==> config.mk <==
export PLATFORM = sky130hd
export DESIGN_NAME = playfair_encryptor_core
export DESIGN_NICKNAME = d
export VERILOG_FILES = /design/src/rtl/core/pfe_pkg.sv /design/src/rtl/core/pfe_ram.sv /design/src/rtl/core/pfe_ctrl.sv /design/src/rtl/core/pfe_dp.sv /design/src/rtl/core/playfair_encryptor_core.sv
export SDC_FILE = /design/constraint.sdc
export NUM_CORES = 1
export LEC_CHECK = 0
export ABC_AREA = 1
export BUFFER_PORTS_ARGS = -buffer_cell sky130_fd_sc_hd__buf_2
export CELL_PAD_IN_SITES_DETAIL_PLACEMENT = 0
export CELL_PAD_IN_SITES_GLOBAL_PLACEMENT = 1
export CORE_ASPECT_RATIO = 1.75
export CORE_UTILIZATION = 50
export DETAILED_ROUTE_END_ITERATION = 16
export GPL_ROUTABILITY_DRIVEN = 0
export PLACE_DENSITY_LB_ADDON = 0.1
export SLEW_MARGIN = 20
export SYNTH_ARGS = -nofsm -noshare
export SYNTH_HDL_FRONTEND = slang
export SYNTH_SLANG_ARGS = --single-unit
==> constraint.sdc <==
create_clock -name clk -period 4 [get_ports clk]
set_clock_uncertainty 0.05 [all_clocks]
set_input_delay 0.8 -clock clk [delete_from_list [all_inputs] [get_ports clk]]
set_output_delay 0.8 -clock clk [all_outputs]
set_load 0.02 [all_outputs]
==> src/rtl/core/pfe_pkg.sv <==
`default_nettype none
package pfe_pkg;

  localparam int unsigned SIDE  = 5;
  localparam int unsigned ALPHA = 26;
  localparam int unsigned CELLS = 25;

  localparam logic [4:0] LETTER_I = 5'd8;
  localparam logic [4:0] LETTER_J = 5'd9;
  localparam logic [4:0] LETTER_X = 5'd23;
  localparam logic [4:0] LETTER_Z = 5'd25;
  localparam logic [4:0] LAST_LETTER = 5'(ALPHA - 1);
  localparam logic [4:0] CELL_COUNT  = 5'(CELLS);
  localparam logic [2:0] LAST_COORD  = 3'(SIDE - 1);

  localparam logic [1:0] CMD_KEY    = 2'd0;
  localparam logic [1:0] CMD_FINISH = 2'd1;
  localparam logic [1:0] CMD_MSG    = 2'd2;
  localparam logic [1:0] CMD_CLEAR  = 2'd3;

  typedef enum logic [3:0] {
    S_IDLE,
    S_DECODE,
    S_WALK,
    S_ERR,
    S_RD_A,
    S_RD_B,
    S_CALC,
    S_CELL1,
    S_EMIT1,
    S_CELL2,
    S_EMIT2
  } pfe_state_t;

  // controller -> datapath
  typedef struct packed {
    logic latch_in;
    logic key_place;
    logic walk_place;
    logic clear;
    logic msg_plan;
    logic rd_a;
    logic cap_a;
    logic calc;
    logic sel_idx2;
    logic emit_err;
    logic emit1;
    logic emit2;
    logic next_pair;
  } pfe_cmd_t;

  // datapath -> controller
  typedef struct packed {
    logic [1:0] cmd;
    logic       key_ready;
    logic       pair_any;
    logic       pair_more;
    logic       walk_last;
    logic       out_free;
  } pfe_stat_t;

  // clamp to z, fold j into i
  function automatic logic [4:0] fold_letter(input logic [4:0] c);
    logic [4:0] t;
    t = (c > LETTER_Z) ? LETTER_Z : c;
    return (t == LETTER_J) ? LETTER_I : t;
  endfunction

  function automatic logic [2:0] wrap_inc(input logic [2:0] v);
    return (v == LAST_COORD) ? 3'd0 : v + 3'd1;
  endfunction

  function automatic logic [4:0] cell_index(input logic [2:0] row, input logic [2:0] col);
    return ({2'b00, row} << 2) + {2'b00, row} + {2'b00, col};
  endfunction

endpackage
`default_nettype wire

==> src/rtl/core/pfe_ram.sv <==
`default_nettype none
module pfe_ram #(
  parameter int unsigned WIDTH = 8,
  parameter int unsigned DEPTH = 32
) (
  input  wire logic                     clk,
  input  wire logic                     we,
  input  wire logic [$clog2(DEPTH)-1:0] waddr,
  input  wire logic [WIDTH-1:0]         wdata,
  input  wire logic [$clog2(DEPTH)-1:0] raddr,
  output logic      [WIDTH-1:0]         rdata
);

  logic [WIDTH-1:0] mem [DEPTH];

  always_ff @(posedge clk) begin
    if (we) begin
      mem[waddr] <= wdata;
    end
    rdata <= mem[raddr];
  end

endmodule
`default_nettype wire

==> src/rtl/core/pfe_ctrl.sv <==
`default_nettype none
module pfe_ctrl (
  input  wire logic              clk,
  input  wire logic              rst_n,
  input  wire logic              in_valid,
  output logic                   in_ready,
  input  wire pfe_pkg::pfe_stat_t stat,
  output pfe_pkg::pfe_cmd_t      cmd
);
  import pfe_pkg::*;

  pfe_state_t state_r, state_nxt;

  always_ff @(posedge clk) begin
    if (!rst_n) begin
      state_r <= S_IDLE;
    end else begin
      state_r <= state_nxt;
    end
  end

  always_comb begin
    state_nxt = state_r;
    case (state_r)
      S_IDLE: begin
        if (in_valid) state_nxt = S_DECODE;
      end
      S_DECODE: begin
        case (stat.cmd)
          CMD_FINISH: state_nxt = stat.key_ready ? S_IDLE : S_WALK;
          CMD_MSG: begin
            if (!stat.key_ready) state_nxt = S_ERR;
            else if (stat.pair_any) state_nxt = S_RD_A;
            else state_nxt = S_IDLE;
          end
          default: state_nxt = S_IDLE;
        endcase
      end
      S_WALK: begin
        if (stat.walk_last) state_nxt = S_IDLE;
      end
      S_ERR: begin
        if (stat.out_free) state_nxt = S_IDLE;
      end
      S_RD_A:  state_nxt = S_RD_B;
      S_RD_B:  state_nxt = S_CALC;
      S_CALC:  state_nxt = S_CELL1;
      S_CELL1: state_nxt = S_EMIT1;
      S_EMIT1: begin
        if (stat.out_free) state_nxt = S_CELL2;
      end
      S_CELL2: state_nxt = S_EMIT2;
      S_EMIT2: begin
        if (stat.out_free) state_nxt = stat.pair_more ? S_RD_A : S_IDLE;
      end
      default: state_nxt = S_IDLE;
    endcase
  end

  always_comb begin
    cmd      = '0;
    in_ready = 1'b0;
    case (state_r)
      S_IDLE: begin
        in_ready     = 1'b1;
        cmd.latch_in = in_valid;
      end
      S_DECODE: begin
        cmd.key_place = (stat.cmd == CMD_KEY) && !stat.key_ready;
        cmd.clear     = (stat.cmd == CMD_CLEAR);
        cmd.msg_plan  = (stat.cmd == CMD_MSG) && stat.key_ready;
      end
      S_WALK:  cmd.walk_place = 1'b1;
      S_ERR:   cmd.emit_err   = stat.out_free;
      S_RD_A:  cmd.rd_a       = 1'b1;
      S_RD_B:  cmd.cap_a      = 1'b1;
      S_CALC:  cmd.calc       = 1'b1;
      S_CELL1: cmd.sel_idx2   = 1'b0;
      S_EMIT1: cmd.emit1      = stat.out_free;
      S_CELL2: cmd.sel_idx2   = 1'b1;
      S_EMIT2: begin
        cmd.sel_idx2  = 1'b1;
        cmd.emit2     = stat.out_free;
        cmd.next_pair = stat.out_free && stat.pair_more;
      end
      default: cmd = '0;
    endcase
  end

endmodule
`default_nettype wire

==> src/rtl/core/pfe_dp.sv <==
`default_nettype none
module pfe_dp (
  input  wire logic              clk,
  input  wire logic              rst_n,
  input  wire pfe_pkg::pfe_cmd_t cmd,
  output pfe_pkg::pfe_stat_t     stat,
  input  wire logic [1:0]        in_cmd,
  input  wire logic [4:0]        in_letter,
  input  wire logic              in_last,
  input  wire logic              out_ready,
  output logic                   out_valid,
  output logic [4:0]             out_cipher_letter,
  output logic                   out_run_last,
  output logic                   out_message_end,
  output logic                   out_not_keyed
);
  import pfe_pkg::*;

  // latched request
  logic [1:0] cmd_r, cmd_nxt;
  logic [4:0] let_r, let_nxt;
  logic       last_r, last_nxt;

  // key square bookkeeping
  logic [ALPHA-1:0] used_r, used_nxt;
  logic [4:0]       filled_r, filled_nxt;
  logic [2:0]       fill_row_r, fill_row_nxt;
  logic [2:0]       fill_col_r, fill_col_nxt;
  logic             key_ready_r, key_ready_nxt;
  logic [4:0]       walk_k_r, walk_k_nxt;

  // pairing
  logic [4:0] held_r, held_nxt;
  logic       held_valid_r, held_valid_nxt;
  logic [4:0] cur_a_r, cur_a_nxt;
  logic [4:0] cur_b_r, cur_b_nxt;
  logic [4:0] nxt_a_r, nxt_a_nxt;
  logic       more_r, more_nxt;

  // coordinates and cell addresses
  logic [2:0] ra_r, ra_nxt;
  logic [2:0] ca_r, ca_nxt;
  logic [4:0] idx1_r, idx1_nxt;
  logic [4:0] idx2_r, idx2_nxt;

  // result register
  logic       out_valid_r, out_valid_nxt;
  logic [4:0] out_let_r, out_let_nxt;
  logic       out_rl_r, out_rl_nxt;
  logic       out_me_r, out_me_nxt;
  logic       out_nk_r, out_nk_nxt;

  logic       out_free;
  logic [4:0] place_let;
  logic       place_en;
  logic       dup;
  logic [5:0] place_rdata;
  logic [4:0] sq_rdata;
  logic [2:0] rb, cb;
  logic [2:0] r1, c1, r2, c2;

  assign out_free  = !out_valid_r || out_ready;
  assign place_let = cmd.walk_place ? walk_k_r : let_r;
  assign place_en  = (cmd.key_place || (cmd.walk_place && walk_k_r != LETTER_J))
                     && !used_r[place_let] && (filled_r != CELL_COUNT);
  assign dup       = (held_r == let_r) && (let_r != LETTER_X);

  assign rb = place_rdata[5:3];
  assign cb = place_rdata[2:0];

  always_comb begin
    r1 = ra_r;
    c1 = ca_r;
    r2 = rb;
    c2 = cb;
    if (ra_r == rb) begin
      c1 = wrap_inc(ca_r);
      c2 = wrap_inc(cb);
    end else if (ca_r == cb) begin
      r1 = wrap_inc(ra_r);
      r2 = wrap_inc(rb);
    end else begin
      c1 = cb;
      c2 = ca_r;
    end
  end

  pfe_ram #(.WIDTH(6), .DEPTH(ALPHA)) u_place_ram (
    .clk   (clk),
    .we    (place_en),
    .waddr (place_let),
    .wdata ({fill_row_r, fill_col_r}),
    .raddr (cmd.rd_a ? cur_a_r : cur_b_r),
    .rdata (place_rdata)
  );

  pfe_ram #(.WIDTH(5), .DEPTH(CELLS)) u_square_ram (
    .clk   (clk),
    .we    (place_en),
    .waddr (filled_r),
    .wdata (place_let),
    .raddr (cmd.sel_idx2 ? idx2_r : idx1_r),
    .rdata (sq_rdata)
  );

  always_comb begin
    cmd_nxt        = cmd_r;
    let_nxt        = let_r;
    last_nxt       = last_r;
    used_nxt       = used_r;
    filled_nxt     = filled_r;
    fill_row_nxt   = fill_row_r;
    fill_col_nxt   = fill_col_r;
    key_ready_nxt  = key_ready_r;
    walk_k_nxt     = walk_k_r;
    held_nxt       = held_r;
    held_valid_nxt = held_valid_r;
    cur_a_nxt      = cur_a_r;
    cur_b_nxt      = cur_b_r;
    nxt_a_nxt      = nxt_a_r;
    more_nxt       = more_r;
    ra_nxt         = ra_r;
    ca_nxt         = ca_r;
    idx1_nxt       = idx1_r;
    idx2_nxt       = idx2_r;
    out_valid_nxt  = out_valid_r && !out_ready;
    out_let_nxt    = out_let_r;
    out_rl_nxt     = out_rl_r;
    out_me_nxt     = out_me_r;
    out_nk_nxt     = out_nk_r;

    if (cmd.latch_in) begin
      cmd_nxt    = in_cmd;
      let_nxt    = fold_letter(in_letter);
      last_nxt   = in_last;
      walk_k_nxt = '0;
    end

    if (place_en) begin
      used_nxt[place_let] = 1'b1;
      filled_nxt          = filled_r + 5'd1;
      if (fill_col_r == LAST_COORD) begin
        fill_col_nxt = '0;
        fill_row_nxt = fill_row_r + 3'd1;
      end else begin
        fill_col_nxt = fill_col_r + 3'd1;
      end
    end

    if (cmd.walk_place) begin
      walk_k_nxt = walk_k_r + 5'd1;
      if (walk_k_r == LAST_LETTER) key_ready_nxt = 1'b1;
    end

    if (cmd.clear) begin
      used_nxt       = '0;
      filled_nxt     = '0;
      fill_row_nxt   = '0;
      fill_col_nxt   = '0;
      key_ready_nxt  = 1'b0;
      held_valid_nxt = 1'b0;
      held_nxt       = '0;
    end

    if (cmd.msg_plan) begin
      more_nxt = 1'b0;
      if (held_valid_r) begin
        if (dup) begin
          // doubled pair: held letter takes x, new letter becomes held
          cur_a_nxt      = held_r;
          cur_b_nxt      = LETTER_X;
          nxt_a_nxt      = let_r;
          more_nxt       = last_r;
          held_nxt       = let_r;
          held_valid_nxt = !last_r;
        end else begin
          cur_a_nxt      = held_r;
          cur_b_nxt      = let_r;
          held_valid_nxt = 1'b0;
        end
      end else begin
        cur_a_nxt      = let_r;
        cur_b_nxt      = LETTER_X;
        held_nxt       = let_r;
        held_valid_nxt = !last_r;
      end
    end

    if (cmd.next_pair) begin
      cur_a_nxt = nxt_a_r;
      cur_b_nxt = LETTER_X;
      more_nxt  = 1'b0;
    end

    if (cmd.cap_a) begin
      ra_nxt = place_rdata[5:3];
      ca_nxt = place_rdata[2:0];
    end

    if (cmd.calc) begin
      idx1_nxt = cell_index(r1, c1);
      idx2_nxt = cell_index(r2, c2);
    end

    if (cmd.emit_err) begin
      out_valid_nxt = 1'b1;
      out_let_nxt   = '0;
      out_rl_nxt    = 1'b1;
      out_me_nxt    = 1'b0;
      out_nk_nxt    = 1'b1;
    end else if (cmd.emit1) begin
      out_valid_nxt = 1'b1;
      out_let_nxt   = sq_rdata;
      out_rl_nxt    = 1'b0;
      out_me_nxt    = 1'b0;
      out_nk_nxt    = 1'b0;
    end else if (cmd.emit2) begin
      out_valid_nxt = 1'b1;
      out_let_nxt   = sq_rdata;
      out_rl_nxt    = !more_r;
      out_me_nxt    = !more_r && last_r;
      out_nk_nxt    = 1'b0;
    end
  end

  always_ff @(posedge clk) begin
    if (!rst_n) begin
      used_r       <= '0;
      filled_r     <= '0;
      fill_row_r   <= '0;
      fill_col_r   <= '0;
      key_ready_r  <= 1'b0;
      held_r       <= '0;
      held_valid_r <= 1'b0;
      out_valid_r  <= 1'b0;
    end else begin
      used_r       <= used_nxt;
      filled_r     <= filled_nxt;
      fill_row_r   <= fill_row_nxt;
      fill_col_r   <= fill_col_nxt;
      key_ready_r  <= key_ready_nxt;
      held_r       <= held_nxt;
      held_valid_r <= held_valid_nxt;
      out_valid_r  <= out_valid_nxt;
    end
  end

  always_ff @(posedge clk) begin
    cmd_r     <= cmd_nxt;
    let_r     <= let_nxt;
    last_r    <= last_nxt;
    walk_k_r  <= walk_k_nxt;
    cur_a_r   <= cur_a_nxt;
    cur_b_r   <= cur_b_nxt;
    nxt_a_r   <= nxt_a_nxt;
    more_r    <= more_nxt;
    ra_r      <= ra_nxt;
    ca_r      <= ca_nxt;
    idx1_r    <= idx1_nxt;
    idx2_r    <= idx2_nxt;
    out_let_r <= out_let_nxt;
    out_rl_r  <= out_rl_nxt;
    out_me_r  <= out_me_nxt;
    out_nk_r  <= out_nk_nxt;
  end

  always_comb begin
    stat.cmd       = cmd_r;
    stat.key_ready = key_ready_r;
    stat.pair_any  = held_valid_r || last_r;
    stat.pair_more = more_r;
    stat.walk_last = (walk_k_r == LAST_LETTER);
    stat.out_free  = out_free;
  end

  assign out_valid         = out_valid_r;
  assign out_cipher_letter = out_let_r;
  assign out_run_last      = out_rl_r;
  assign out_message_end   = out_me_r;
  assign out_not_keyed     = out_nk_r;

  // a finished square always holds all 25 cells
  a_ready_full: assert property (@(posedge clk) disable iff (!rst_n)
    key_ready_r |-> (filled_r == CELL_COUNT))
    else $error("key square marked ready while not full");

  a_fill_bound: assert property (@(posedge clk) disable iff (!rst_n)
    filled_r <= CELL_COUNT)
    else $error("cell count past square size");

  a_ready_rise: assert property (@(posedge clk) disable iff (!rst_n)
    $rose(key_ready_r) |-> $past(cmd.walk_place))
    else $error("key ready set outside the alphabet walk");

  a_emit_free: assert property (@(posedge clk) disable iff (!rst_n)
    (cmd.emit_err || cmd.emit1 || cmd.emit2) |-> out_free)
    else $error("result loaded over one not yet taken");

endmodule
`default_nettype wire

==> src/rtl/core/playfair_encryptor_core.sv <==
`default_nettype none
// Playfair encryptor. Requests carry a command: key letter, finish key, message
// letter or clear. Key letters (j folded to i, repeats skipped) fill a 5x5
// square; finish key appends the unused letters in alphabet order. Message
// letters are paired (x inserted in doubled pairs but xx, x pads an odd tail) and
// each pair yields two cipher letters; a message letter before the key is
// finished yields one result with not_keyed set. Key letter and clear pass the
// decode state; finish key walks the alphabet, one letter per cycle, unless the
// key is already finished; a message letter works each pair it completes through
// the read, calc, cell and emit states (error state if not keyed); emit and error
// states wait out an output stall. The letter-position and square tables each
// have one read port, read twice per pair in sequence. One request is worked at
// a time; the result register lets a new request in while a result waits.
module playfair_encryptor_core (
  input  wire logic       clk,
  input  wire logic       rst_n,
  input  wire logic       in_valid,
  output logic            in_ready,
  input  wire logic [1:0] in_cmd,
  input  wire logic [4:0] in_letter,
  input  wire logic       in_last,
  output logic            out_valid,
  input  wire logic       out_ready,
  output logic [4:0]      out_cipher_letter,
  output logic            out_run_last,
  output logic            out_message_end,
  output logic            out_not_keyed
);
  import pfe_pkg::*;

  pfe_cmd_t  cmd;
  pfe_stat_t stat;

  pfe_ctrl u_ctrl (
    .clk      (clk),
    .rst_n    (rst_n),
    .in_valid (in_valid),
    .in_ready (in_ready),
    .stat     (stat),
    .cmd      (cmd)
  );

  pfe_dp u_dp (
    .clk               (clk),
    .rst_n             (rst_n),
    .cmd               (cmd),
    .stat              (stat),
    .in_cmd            (in_cmd),
    .in_letter         (in_letter),
    .in_last           (in_last),
    .out_ready         (out_ready),
    .out_valid         (out_valid),
    .out_cipher_letter (out_cipher_letter),
    .out_run_last      (out_run_last),
    .out_message_end   (out_message_end),
    .out_not_keyed     (out_not_keyed)
  );

endmodule
`default_nettype wire

==> results.json, run 1 <==
{
  "status": "finished, final reports clean",
  "port_buffers": 21,
  "relSlewSlack": 0.355,
  "r2r_setup_slack_ns": 0.45,
  "htree_levels": 2,
  "die_h_um": 249,
  "hpwl_um": 32000,
  "worstPathCellList": "inv_2 > nor2_4 > nand2_2 > o21ai_4 > inv_2 > nand2_1 > nand2_1 > nand2_1 > inv_1 > nor2_1 > nand2_2 > inv_2 > nand2_1 > nor2_1",
  "cts-root-buf": "clkbuf_16",
  "final_nets": 1789,
  "cts_hold_buffers": 0,
  "hold_end": "u_dp.out_cipher_letter[1]$_SDFFE_PP0P_",
  "io-pin-count": 22,
  "slowest_stage": "nor2_1",
  "track_usage": 0.259,
  "core_um2": 34500,
  "synth_fp_nets": 1760,
  "setup_viol": 0,
  "grt.overflow.total": 0,
  "finalNonFillerCells": 2230,
  "diodes": 0,
  "synth-seq-cells": 394,
  "maxCapViolations": 0,
  "fp.dieW_um": 143,
  "cts_tree": "done",
  "vdd_drop_max_mv": 0.383,
  "cts_made_buffers": 37,
  "area_delta_synth_final_pct": 11.8,
  "register_area_um2": 11100,
  "r2r-end": "u_dp.u_place_ram.mem[1][3]$_DFFE_PP_",
  "critPathBufInv": 4,
  "setup_tns_ns": 0,
  "final-hold-violation-count": 0,
  "post_drt_via_cell_ratio": 5.42,
  "clk_pin_slew_worst_paths_ns": 0.06,
  "fin_crit_sh": 0.887,
  "clk_latency_ns": 0.54,
  "post-route-min-period_ns": 3.55,
  "grt_pass1_wl_um": 67600,
  "synth.avg_cell_area_um2": 10.2,
  "crit_path_max_fanout": 33,
  "wl_per_cell_um": 20.1,
  "drc": 0,
  "synth.distinct_cells": 41,
  "netlist_instances": 1713,
  "hold_class": "reg2reg",
  "p_per_area_nw_per_um2": 556,
  "ctsLongestPathBuffers": 3,
  "vias": 12100,
  "synth_ff_type": "edfxtp_1",
  "timing.hold.ws_ns": 0.397,
  "grt_max_degree": 65,
  "cts.repair.resized": 0,
  "async_flop_share": 0,
  "nFillCells": 3100,
  "place_area_um2": 18200,
  "antenna_found_initial": 0,
  "first_pass_iters": 5,
  "postRouteAntennaNets": 0,
  "dieArea_um2": 35700,
  "drive_above_1_share": 0.0915,
  "critPathLaunchType": "register",
  "wirelength_um": 44900,
  "r2r_start": "u_ctrl.state_r[1]$_SDFFE_PN0P_",
  "fp-row-count": 90,
  "ys.warnings.count": 0,
  "slew_violations": 0,
  "cts_setup_buffers": 0,
  "reg2regPathDepth": 14,
  "fmax_mhz": 282,
  "ys_seq_area_frac": 0.636,
  "worst_pin_slew_ns": 0.960,
  "cp_common_cell": "nand2_1",
  "grt_pass1_vias": 12000,
  "start_util": 0.506,
  "endpoint_kind": "register",
  "synth_edf_count": 320,
  "placed_cells": 2163,
  "worstPathRequired_ns": 4.13,
  "hold-path-cell-count": 2,
  "cp_top_family": "simple AND/OR/NAND/NOR gates",
  "rsz0062_at_grt": "false",
  "syn_area_um2": 17400,
  "multi_input_area_um2": 5540,
  "path_class": "reg2reg",
  "worstHoldStart": "u_dp.u_square_ram.rdata[1]$_DFF_P_",
  "leakage_nw": 7.54,
  "crit_arrival_ns": 3.67,
  "slowest_delay_ns": 0.49,
  "clock_sinks": 394,
  "drtIter0Drc": 671,
  "final_area_um2": 19500
}
## synthesized netlist by cell type (4+ instances only)
master    number  area [µm²]
a21o_1         5        37.5
a21oi_1       59         295
a31oi_1        5        31.3
buf_2         14        70.1
clkbuf_1      52         195
dfxtp_1       74        1480
edfxtp_1     320        9610
fa_1           4        80.1
ha_1          31         388
inv_1        135         507
inv_2          9        33.8
nand2_1      438        1640
nand2_2        7        43.8
nand3_1      112         561
nand4_1       13        81.3
nor2_1       162         608
nor3_1         5        25.0
o211ai_1      75         563
o21ai_0      114         571
o21ai_1        5        25.0
o21bai_1      10        75.1
or2_2         18         113
xnor2_1        7        61.3
xor2_1        11        96.3
## cell usage in the layout, fill, tap and decap left out, types with 13 or more instances in the layout
cell type	n
nand2_1	436
nor2_1	162
a21oi_1	59
dfxtp_1	74
nand3_1	112
edfxtp_1	320
buf_2	21
clkbuf_16	39
o211ai_1	75
or2_2	18
buf_4	35
o21ai_0	113
inv_1	135
nand4_1	13
ha_1	31
## where the power goes
part	internal (W)	switching (W)	leakage (nW)
logic	0.000519	0.00156	3.38
registers	0.00483	0.000133	3.52
clock network	0.00231	0.00150	0.642
total	0.00765	0.00319	7.54
## per-stage QoR
step | setup WS [ns] | total power (W) | util
5_1_grt | 0.124 | 0.0113 | 0.566
3_5_place_dp | 0.421 | 0.00712 | 0.528
4_1_cts | 0.417 | 0.0109 | 0.566
6_report | 0.454 | 0.0108 | 0.566
2_1_floorplan | 1.22 | 0.00628 | -
3_3_place_gp | 0.466 | 0.00710 | 0.528
## state kept, by name, summed over array words and instances (netlist names), 4 cells and up
| register | flops |
|---|---|
| u_dp.u_place_ram.mem | 156 |
| u_dp.used_r | 26 |
| u_dp.u_place_ram.rdata | 6 |
| u_dp.cur_b_r | 5 |
| u_dp.held_r | 5 |
| u_dp.idx1_r | 5 |
| u_ctrl.state_r | 4 |
| u_dp.u_square_ram.rdata | 5 |
| u_dp.idx2_r | 5 |
| u_dp.walk_k_r | 5 |
| u_dp.u_square_ram.mem | 125 |
| u_dp.cur_a_r | 5 |
| u_dp.nxt_a_r | 5 |
| u_dp.out_cipher_letter | 5 |
| u_dp.let_r | 5 |
| u_dp.filled_r | 5 |
## area by class of cell
| class | count | share of cell area |
|---|---|---|
| clock buffer | 45 | 0.0512 |
| clock inverter | 22 | 0.0165 |
| inverter | 146 | 0.0281 |
| multi-input combinational | 1104 | 0.284 |
| sequential | 394 | 0.569 |
| tap | 460 | 0.0295 |
| timing repair buffer | 59 | 0.0219 |
## worst min-delay path, cell delays in order (launching register included)
cell and delay, ns:
dfxtp_1 0.30, nand2_1 0.05, a21oi_1 0.05
## routing by layer
layer | global-route usage | vias to the layer above | share of wire
met5 | 0 | - | 0
met4 | 0.117 | 0 | 0.045
met3 | 0.0336 | 96 | 0.032
met2 | 0.509 | 255 | 0.57
met1 | 0.261 | 5826 | 0.35
li1 | - | 5914 | -
## worst max-delay path by stage
stage	cells past startpoint	end	from	slack, ns
floorplan	9	u_dp.idx1_r[4]$_DFFE_PP_	u_dp.ca_r[2]$_DFFE_PP_	1.22
global placement	12	u_dp.u_place_ram.mem[9][3]$_DFFE_PP_	u_ctrl.state_r[1]$_SDFFE_PN0P_	0.47
detailed placement	14	u_dp.u_place_ram.mem[1][5]$_DFFE_PP_	u_ctrl.state_r[1]$_SDFFE_PN0P_	0.42
CTS	14	u_dp.u_place_ram.mem[1][4]$_DFFE_PP_	u_ctrl.state_r[1]$_SDFFE_PN0P_	0.42
global route	13	u_dp.u_place_ram.mem[24][4]$_DFFE_PP_	u_ctrl.state_r[2]$_SDFFE_PN0P_	0.12
finish	14	u_dp.u_place_ram.mem[1][3]$_DFFE_PP_	u_ctrl.state_r[1]$_SDFFE_PN0P_	0.45
## cell families (layout without fill, tap and decap cells)
group	Yosys count	in the layout	synth area share
and+or+nand+nor	760	760	0.179
DFF	394	394	0.636
AOI/OAI and AO/OA	291	291	0.101
buffers and inverters	215	272	0.0481
adders and majority gates	35	35	0.0268
xor gates and xnor gates	18	18	0.00904
No activity file was read; power rests on OpenSTA's default activity.
==> inputs of run 2 (changes only) <==
--- a/config.mk
+++ b/config.mk
@@ -9,7 +9,6 @@
 export BUFFER_PORTS_ARGS = -buffer_cell sky130_fd_sc_hd__buf_2
 export CELL_PAD_IN_SITES_DETAIL_PLACEMENT = 0
 export CELL_PAD_IN_SITES_GLOBAL_PLACEMENT = 1
-export CORE_ASPECT_RATIO = 1.75
 export CORE_UTILIZATION = 50
 export DETAILED_ROUTE_END_ITERATION = 16
 export GPL_ROUTABILITY_DRIVEN = 0
@@ -17,4 +16,5 @@
 export SLEW_MARGIN = 20
 export SYNTH_ARGS = -nofsm -noshare
 export SYNTH_HDL_FRONTEND = slang
+export SYNTH_HIERARCHICAL = 1
 export SYNTH_SLANG_ARGS = --single-unit
==> run 2 against run 1 <==
Sequential power hardly changed. Power is 0.13% lower. Setup slack worse by 0.16 ns. Fmax is 4.4% lower. Synthesized area is 2.8% higher. Die area is 2.7% higher. Worst hold slack worse by 0.0046 ns. Routed wire length is 7.2% lower. Clock power is 1% higher.
==> results.json, run 2 <==
{
  "fp.dieW_um": 191,
  "postRouteAntennaNets": 0,
  "synthTopCellsByArea": "edfxtp_1, nand2_1, dfxtp_1",
  "path_class": "reg2reg",
  "final-hold-violation-count": 0,
  "top_register": "u_dp/u_place_ram/mem",
  "cp_common_cell": "nand2_1",
  "slowest_delay_ns": 0.55,
  "synth_largest_area_cell": "edfxtp_1",
  "p_clk_frac": 0.354,
  "register_area_um2": 11100,
  "worst_pin_slew_ns": 1.06,
  "vdd_drop_max_mv": 0.410,
  "crit_start": "u_ctrl/state_r[1]$_SDFFE_PN0P_",
  "timing.hold.ws_ns": 0.392,
  "drc": 0,
  "drive_above_1_share": 0.101,
  "crit_arrival_ns": 3.83,
  "worstPathRequired_ns": 4.12,
  "port_buffers": 21,
  "synth.distinct_cells": 41,
  "track_usage": 0.235,
  "fmax_mhz": 270,
  "cts_setup_buffers": 0,
  "dieArea_um2": 36600,
  "p_comb_frac": 0.185,
  "crit_path_max_fanout": 17,
  "endpoint_kind": "register",
  "rsz0062_at_grt": "true",
  "worstPathCellList": "nand2_1 > nor2_2 > inv_2 > nand2_4 > nand2_2 > nand2_1 > nand2_1 > nand2_1 > nand2_1 > nand2_1 > nand2_1 > nor2_2 > nand2_2 > inv_2 > nand3_1 > nor2_1",
  "ctsLongestPathBuffers": 3,
  "ys.warnings.count": 6,
  "r2r_setup_slack_ns": 0.29,
  "slowest_stage": "nor2_1",
  "nFillCells": 3090,
  "slew_violations": 0,
  "die_h_um": 191,
  "fp-row-count": 68,
  "final_common_cell": "nand2_1",
  "r2r_start": "u_ctrl/state_r[1]$_SDFFE_PN0P_",
  "htree_levels": 2,
  "syn_area_um2": 17900,
  "p_per_area_nw_per_um2": 544,
  "reg_top3": "u_dp/u_place_ram/mem: 156 flops, u_dp/u_square_ram/mem: 125 flops, u_dp/used_r: 26 flops",
  "reg2regPathDepth": 16,
  "post_drt_via_cell_ratio": 5.26,
  "multi_input_area_um2": 5600,
  "grt.overflow.total": 0,
  "r2r-end": "u_dp/u_place_ram/mem[5][0]$_DFFE_PP_",
  "synth_edf_count": 320,
  "fin_crit_sh": 0.927,
  "p_int_w": 0.00763,
  "sw_frac_of_total": 0.296,
  "setup_viol": 0,
  "core_um2": 34900,
  "grt_pass1_vias": 12200,
  "finalNonFillerCells": 2385,
  "grt_pass1_wl_um": 65600,
  "synth-seq-cells": 394,
  "area_delta_synth_final_pct": 11.0,
  "cp-endpoint": "u_dp/u_place_ram/mem[5][0]$_DFFE_PP_",
  "cts-root-buf": "clkbuf_16",
  "relSlewSlack": 0.292,
  "diodes": 0,
  "synth_most_common_cell": "nand2_1",
  "final_area_um2": 19900,
  "wirelength_um": 41600,
  "drtIter0Drc": 974,
  "hold_class": "in2reg",
  "place_area_um2": 18400,
  "io-pin-count": 22,
  "p_sw_w": 0.00320,
  "clock_sinks": 394,
  "synth_top_cell_area_share": 0.536,
  "ys_seq_area_frac": 0.619,
  "first_pass_iters": 5,
  "maxCapViolations": 0,
  "wl_per_cell_um": 17.5,
  "antenna_found_initial": 0,
  "largest_reg_flops": 156,
  "critPathLaunchType": "register",
  "placed_cells": 2309,
  "final_cell_mix": "nand2_1, edfxtp_1, nand3_1",
  "post-route-min-period_ns": 3.71,
  "status": "finished, final reports clean",
  "clk_pin_slew_worst_paths_ns": 0.06,
  "hpwl_um": 27500,
  "grt_max_degree": 79,
  "synth_fp_nets": 1923,
  "async_flop_share": 0,
  "netlist_instances": 1878,
  "synth.avg_cell_area_um2": 9.55,
  "start_util": 0.514,
  "synthTopCellsByCount": "nand2_1, edfxtp_1, nand3_1",
  "final_nets": 1942,
  "cts_made_buffers": 41,
  "leakage_nw": 8.08,
  "cts_tree": "done",
  "power_frac_seq": 0.461,
  "vias": 12500,
  "clk_latency_ns": 0.54,
  "synth_ff_type": "edfxtp_1"
}
-- run 2: cell types whose count changed after synthesis, sizes merged, moves of 4 or more --
| cell | before | now |
|---|---|---|
| a31oi | 5 | 0 |
| nand2 | 446 | 538 |
| nand3 | 112 | 247 |
| buf | 17 | 57 |
| clkbuf | 52 | 18 |
| o21bai | 10 | 0 |
| nor2 | 165 | 160 |
| o211ai | 75 | 7 |
| o21ai | 123 | 48 |
| mux2 | 0 | 6 |
| inv | 144 | 239 |
| or2 | 18 | 8 |
| nand4 | 13 | 26 |
| a21o | 5 | 1 |
-- run 2: kinds of logic (layout without fill, tap and decap cells) --
logic type      Yosys count  after routing  synth area share
flops                   394            394             0.619
buf+inv                 317            369            0.0754
fa+ha+maj                33             33            0.0247
simple gates            994            994             0.234
compound gates          119            119            0.0358
xor+xnor                 15             15           0.00733
mux                       6              6           0.00377
-- run 2: final cells by class --
| class | instances | share of cell area |
|---|---|---|
| timing repair buffer | 51 | 0.0172 |
| multi-input combinational | 1167 | 0.281 |
| clock inverter | 19 | 0.00830 |
| inverter | 242 | 0.0457 |
| clock buffer | 57 | 0.0614 |
| sequential | 394 | 0.557 |
| tap | 455 | 0.0286 |
-- run 2: layer usage --
metal	vias up	wire, µm	global-route usage
li1	6230	-	-
met1	5901	19200	0.329
met2	333	19100	0.379
met3	78	2280	0.0343
met4	0	1070	0.0742
met5	-	0	0
-- run 2: how the worst min path moves through the flow --
| stage | cells past startpoint | slack, ns | from | endpoint |
|---|---|---|---|---|
| after global routing | 1 | 0.37 | in_last | u_dp/last_r$_DFFE_PP_ |
| after global placement | 2 | 0.38 | u_dp/out_not_keyed$_SDFFE_PP1P_ | u_dp/out_not_keyed$_SDFFE_PP1P_ |
| after floorplan | 0 | 0.38 | u_dp/let_r[0]$_SDFFCE_PN0P_ | u_dp/nxt_a_r[0]$_DFFE_PP_ |
| final | 1 | 0.39 | in_last | u_dp/last_r$_DFFE_PP_ |
| after detailed placement | 2 | 0.39 | u_dp/out_not_keyed$_SDFFE_PP1P_ | u_dp/out_not_keyed$_SDFFE_PP1P_ |
| after CTS | 1 | 0.37 | in_last | u_dp/last_r$_DFFE_PP_ |
-- run 2: what timing repair did --
action                                  4_1_cts  5_1_grt
resized for setup                             0       35
hold buffers                                  0        0
endpoints found under the setup margin        0      271
-- run 2: worst max-delay path: cells and delay by family, from the launching register on --
family,cells,cell delay [ns]
and+or+nand+nor,14,2.45
DFF,1,0.42
buffers and inverters,2,0.40
-- run 2: stage by stage --
stage	setup TNS [ns]	power, W	worst slack, ns	util
6_report	0	0.0108	0.292	0.570
5_1_grt	-4.50	0.0113	-0.127	0.570
4_1_cts	0	0.0109	0.0967	0.568
3_5_place_dp	0	0.00707	0.101	0.528
3_3_place_gp	0	0.00707	0.190	0.528
2_1_floorplan	0	0.00635	0.671	-
-- run 2: power by group through the flow --
stage / logic (W) / clock network, W / registers [W]
2_1_floorplan: 0.00124 / 0 / 0.00511
3_3_place_gp: 0.00199 / 0 / 0.00508
3_5_place_dp: 0.00199 / 0 / 0.00508
4_1_cts: 0.00200 / 0.00391 / 0.00499
5_1_grt: 0.00226 / 0.00408 / 0.00501
6_report: 0.00200 / 0.00384 / 0.00499
==> inputs of run 3 (changes only) <==
--- a/config.mk
+++ b/config.mk
@@ -12,6 +12,7 @@
 export CORE_UTILIZATION = 50
 export DETAILED_ROUTE_END_ITERATION = 16
 export GPL_ROUTABILITY_DRIVEN = 0
+export MAX_ROUTING_LAYER = met4
 export PLACE_DENSITY_LB_ADDON = 0.1
 export SLEW_MARGIN = 20
 export SYNTH_ARGS = -nofsm -noshare
==> run 3 against run 2 <==
Via count did not move. Global-route usage grew 0.69 points. Core utilization stayed put. Routed wire length is 0.18% higher. Worst hold slack lost 0.0012 ns. Non-clock buffer count did not move. Clock power about the same. Sequential power about the same. Sequential share of layout area unchanged. Cell count unchanged. Die area unchanged. Combinational power is essentially flat. Critical path type unchanged.
==> results.json, run 3 (synthesis gave the netlist of run 2 again) <==
{
  "hold_end": "u_dp/last_r$_DFFE_PP_",
  "place_area_um2": 18400,
  "status": "finished, final reports clean",
  "grt.overflow.total": 0,
  "timing.hold.ws_ns": 0.391,
  "final_area_um2": 19900,
  "die_h_um": 191,
  "cts_setup_buffers": 0,
  "fp.dieW_um": 191,
  "grt_pass1_vias": 12200,
  "r2r-end": "u_dp/u_place_ram/mem[5][0]$_DFFE_PP_",
  "final_common_cell": "nand2_1",
  "area_delta_synth_final_pct": 11.0,
  "drtIter0Drc": 905,
  "p_per_area_nw_per_um2": 544,
  "clk_latency_ns": 0.54,
  "post_drt_via_cell_ratio": 5.26,
  "htree_levels": 2,
  "grt_pass1_wl_um": 65500,
  "clock_sinks": 394,
  "fp-row-count": 68,
  "drc": 0,
  "fin_crit_sh": 0.938,
  "crit_arrival_ns": 3.87,
  "drive_above_1_share": 0.101,
  "postRouteAntennaNets": 0,
  "final_nets": 1942,
  "first_pass_iters": 5,
  "setup_viol": 0,
  "hold_class": "in2reg",
  "ctsLongestPathBuffers": 3,
  "largest_reg_flops": 156,
  "wirelength_um": 41700,
  "relSlewSlack": 0.292,
  "clk_pin_slew_worst_paths_ns": 0.06,
  "io-pin-count": 22,
  "worst_pin_slew_ns": 1.06,
  "port_buffers": 21,
  "antenna_found_initial": 0,
  "track_usage": 0.242,
  "fmax_mhz": 266,
  "slew_violations": 0,
  "dieArea_um2": 36600,
  "r2r_setup_slack_ns": 0.25,
  "endpoint_kind": "register",
  "diodes": 0,
  "worstPathRequired_ns": 4.12,
  "grt_max_degree": 79,
  "cts_made_buffers": 41,
  "placed_cells": 2309,
  "worstHoldStart": "in_last",
  "final_cell_mix": "nand2_1, edfxtp_1, nand3_1",
  "final-hold-violation-count": 0,
  "p_total_w": 0.0108,
  "path_class": "reg2reg",
  "critPathLaunchType": "register",
  "crit_path_max_fanout": 17,
  "r2r_start": "u_ctrl/state_r[1]$_SDFFE_PN0P_",
  "finalNonFillerCells": 2385,
  "reg_top3": "u_dp/u_place_ram/mem: 156 flops, u_dp/u_square_ram/mem: 125 flops, u_dp/used_r: 26 flops",
  "maxCapViolations": 0,
  "cts-root-buf": "clkbuf_16",
  "vias": 12500,
  "core_um2": 34900,
  "cts_tree": "done",
  "hold-path-cell-count": 1,
  "top_register": "u_dp/u_place_ram/mem",
  "wl_per_cell_um": 17.5,
  "start_util": 0.514,
  "nFillCells": 3090,
  "rsz0062_at_grt": "true",
  "reg2regPathDepth": 16,
  "hpwl_um": 27500,
  "post-route-min-period_ns": 3.75,
  "vdd_drop_max_mv": 0.410,
  "leakage_nw": 8.08
}
[run 3: worst max path at each step]
stage,from,endpoint,slack (ns),cells after the start
after floorplan,u_ctrl/state_r[2]$_SDFFE_PN0P_,u_dp/u_square_ram/mem[24][0]$_DFFE_PP_,0.67,16
after global placement,u_ctrl/state_r[1]$_SDFFE_PN0P_,u_dp/u_place_ram/mem[23][2]$_DFFE_PP_,0.19,16
after detailed placement,u_ctrl/state_r[1]$_SDFFE_PN0P_,u_dp/u_place_ram/mem[7][0]$_DFFE_PP_,0.10,16
after CTS,u_ctrl/state_r[1]$_SDFFE_PN0P_,u_dp/u_place_ram/mem[7][0]$_DFFE_PP_,0.1,16
after global routing,u_ctrl/state_r[1]$_SDFFE_PN0P_,u_dp/u_place_ram/mem[5][0]$_DFFE_PP_,-0.13,16
final,u_ctrl/state_r[1]$_SDFFE_PN0P_,u_dp/u_place_ram/mem[5][0]$_DFFE_PP_,0.25,16
[run 3: critical path: stages (launching register included)]
cell	delay, ns
dfxtp_1	0.43
nand2_1	0.14
nor2_2	0.31
inv_2	0.15
nand2_4	0.11
nand2_2	0.22
nand2_1	0.12
nand2_1	0.06
nand2_1	0.05
nand2_1	0.06
nand2_1	0.05
nand2_1	0.08
nor2_2	0.13
nand2_2	0.13
inv_2	0.25
nand3_1	0.47
nor2_1	0.55
[run 3: cell type report]
class	count	area, µm²	area share
inverters	242	908	0.0457
well taps	455	569	0.0286
clock inverters	19	165	0.00830
flip-flops and latches	394	11100	0.557
multi-input cells	1167	5600	0.281
clock buffers	57	1220	0.0614
repair buffers	51	343	0.0172
[run 3: through the flow]
step	util	setup TNS [ns]	setup slack [ns]
finish	0.570	0	0.247
global route	0.570	-4.50	-0.127
CTS	0.568	0	0.0967
detailed placement	0.528	0	0.101
global placement	0.528	0	0.190
floorplan	-	0	0.671
[run 3: repair_timing]
item	4_1_cts	5_1_grt
hold buffers	0	0
resized for setup	0	35
endpoints found under the setup margin	0	271
endpoints found under the hold margin	0	0
[run 3: power by group]
group          switching [W]  total [W]  internal, W
logic                0.00150    0.00201     0.000504
registers           0.000149    0.00499      0.00484
clock network        0.00155    0.00383      0.00228
[run 3: metal layers]
layer,track usage,up-vias,part of all wire
li1,-,6226,-
met1,0.328,5913,0.46
met2,0.380,326,0.46
met3,0.0341,77,0.052
met4,0.0742,0,0.024
met5,-,-,0
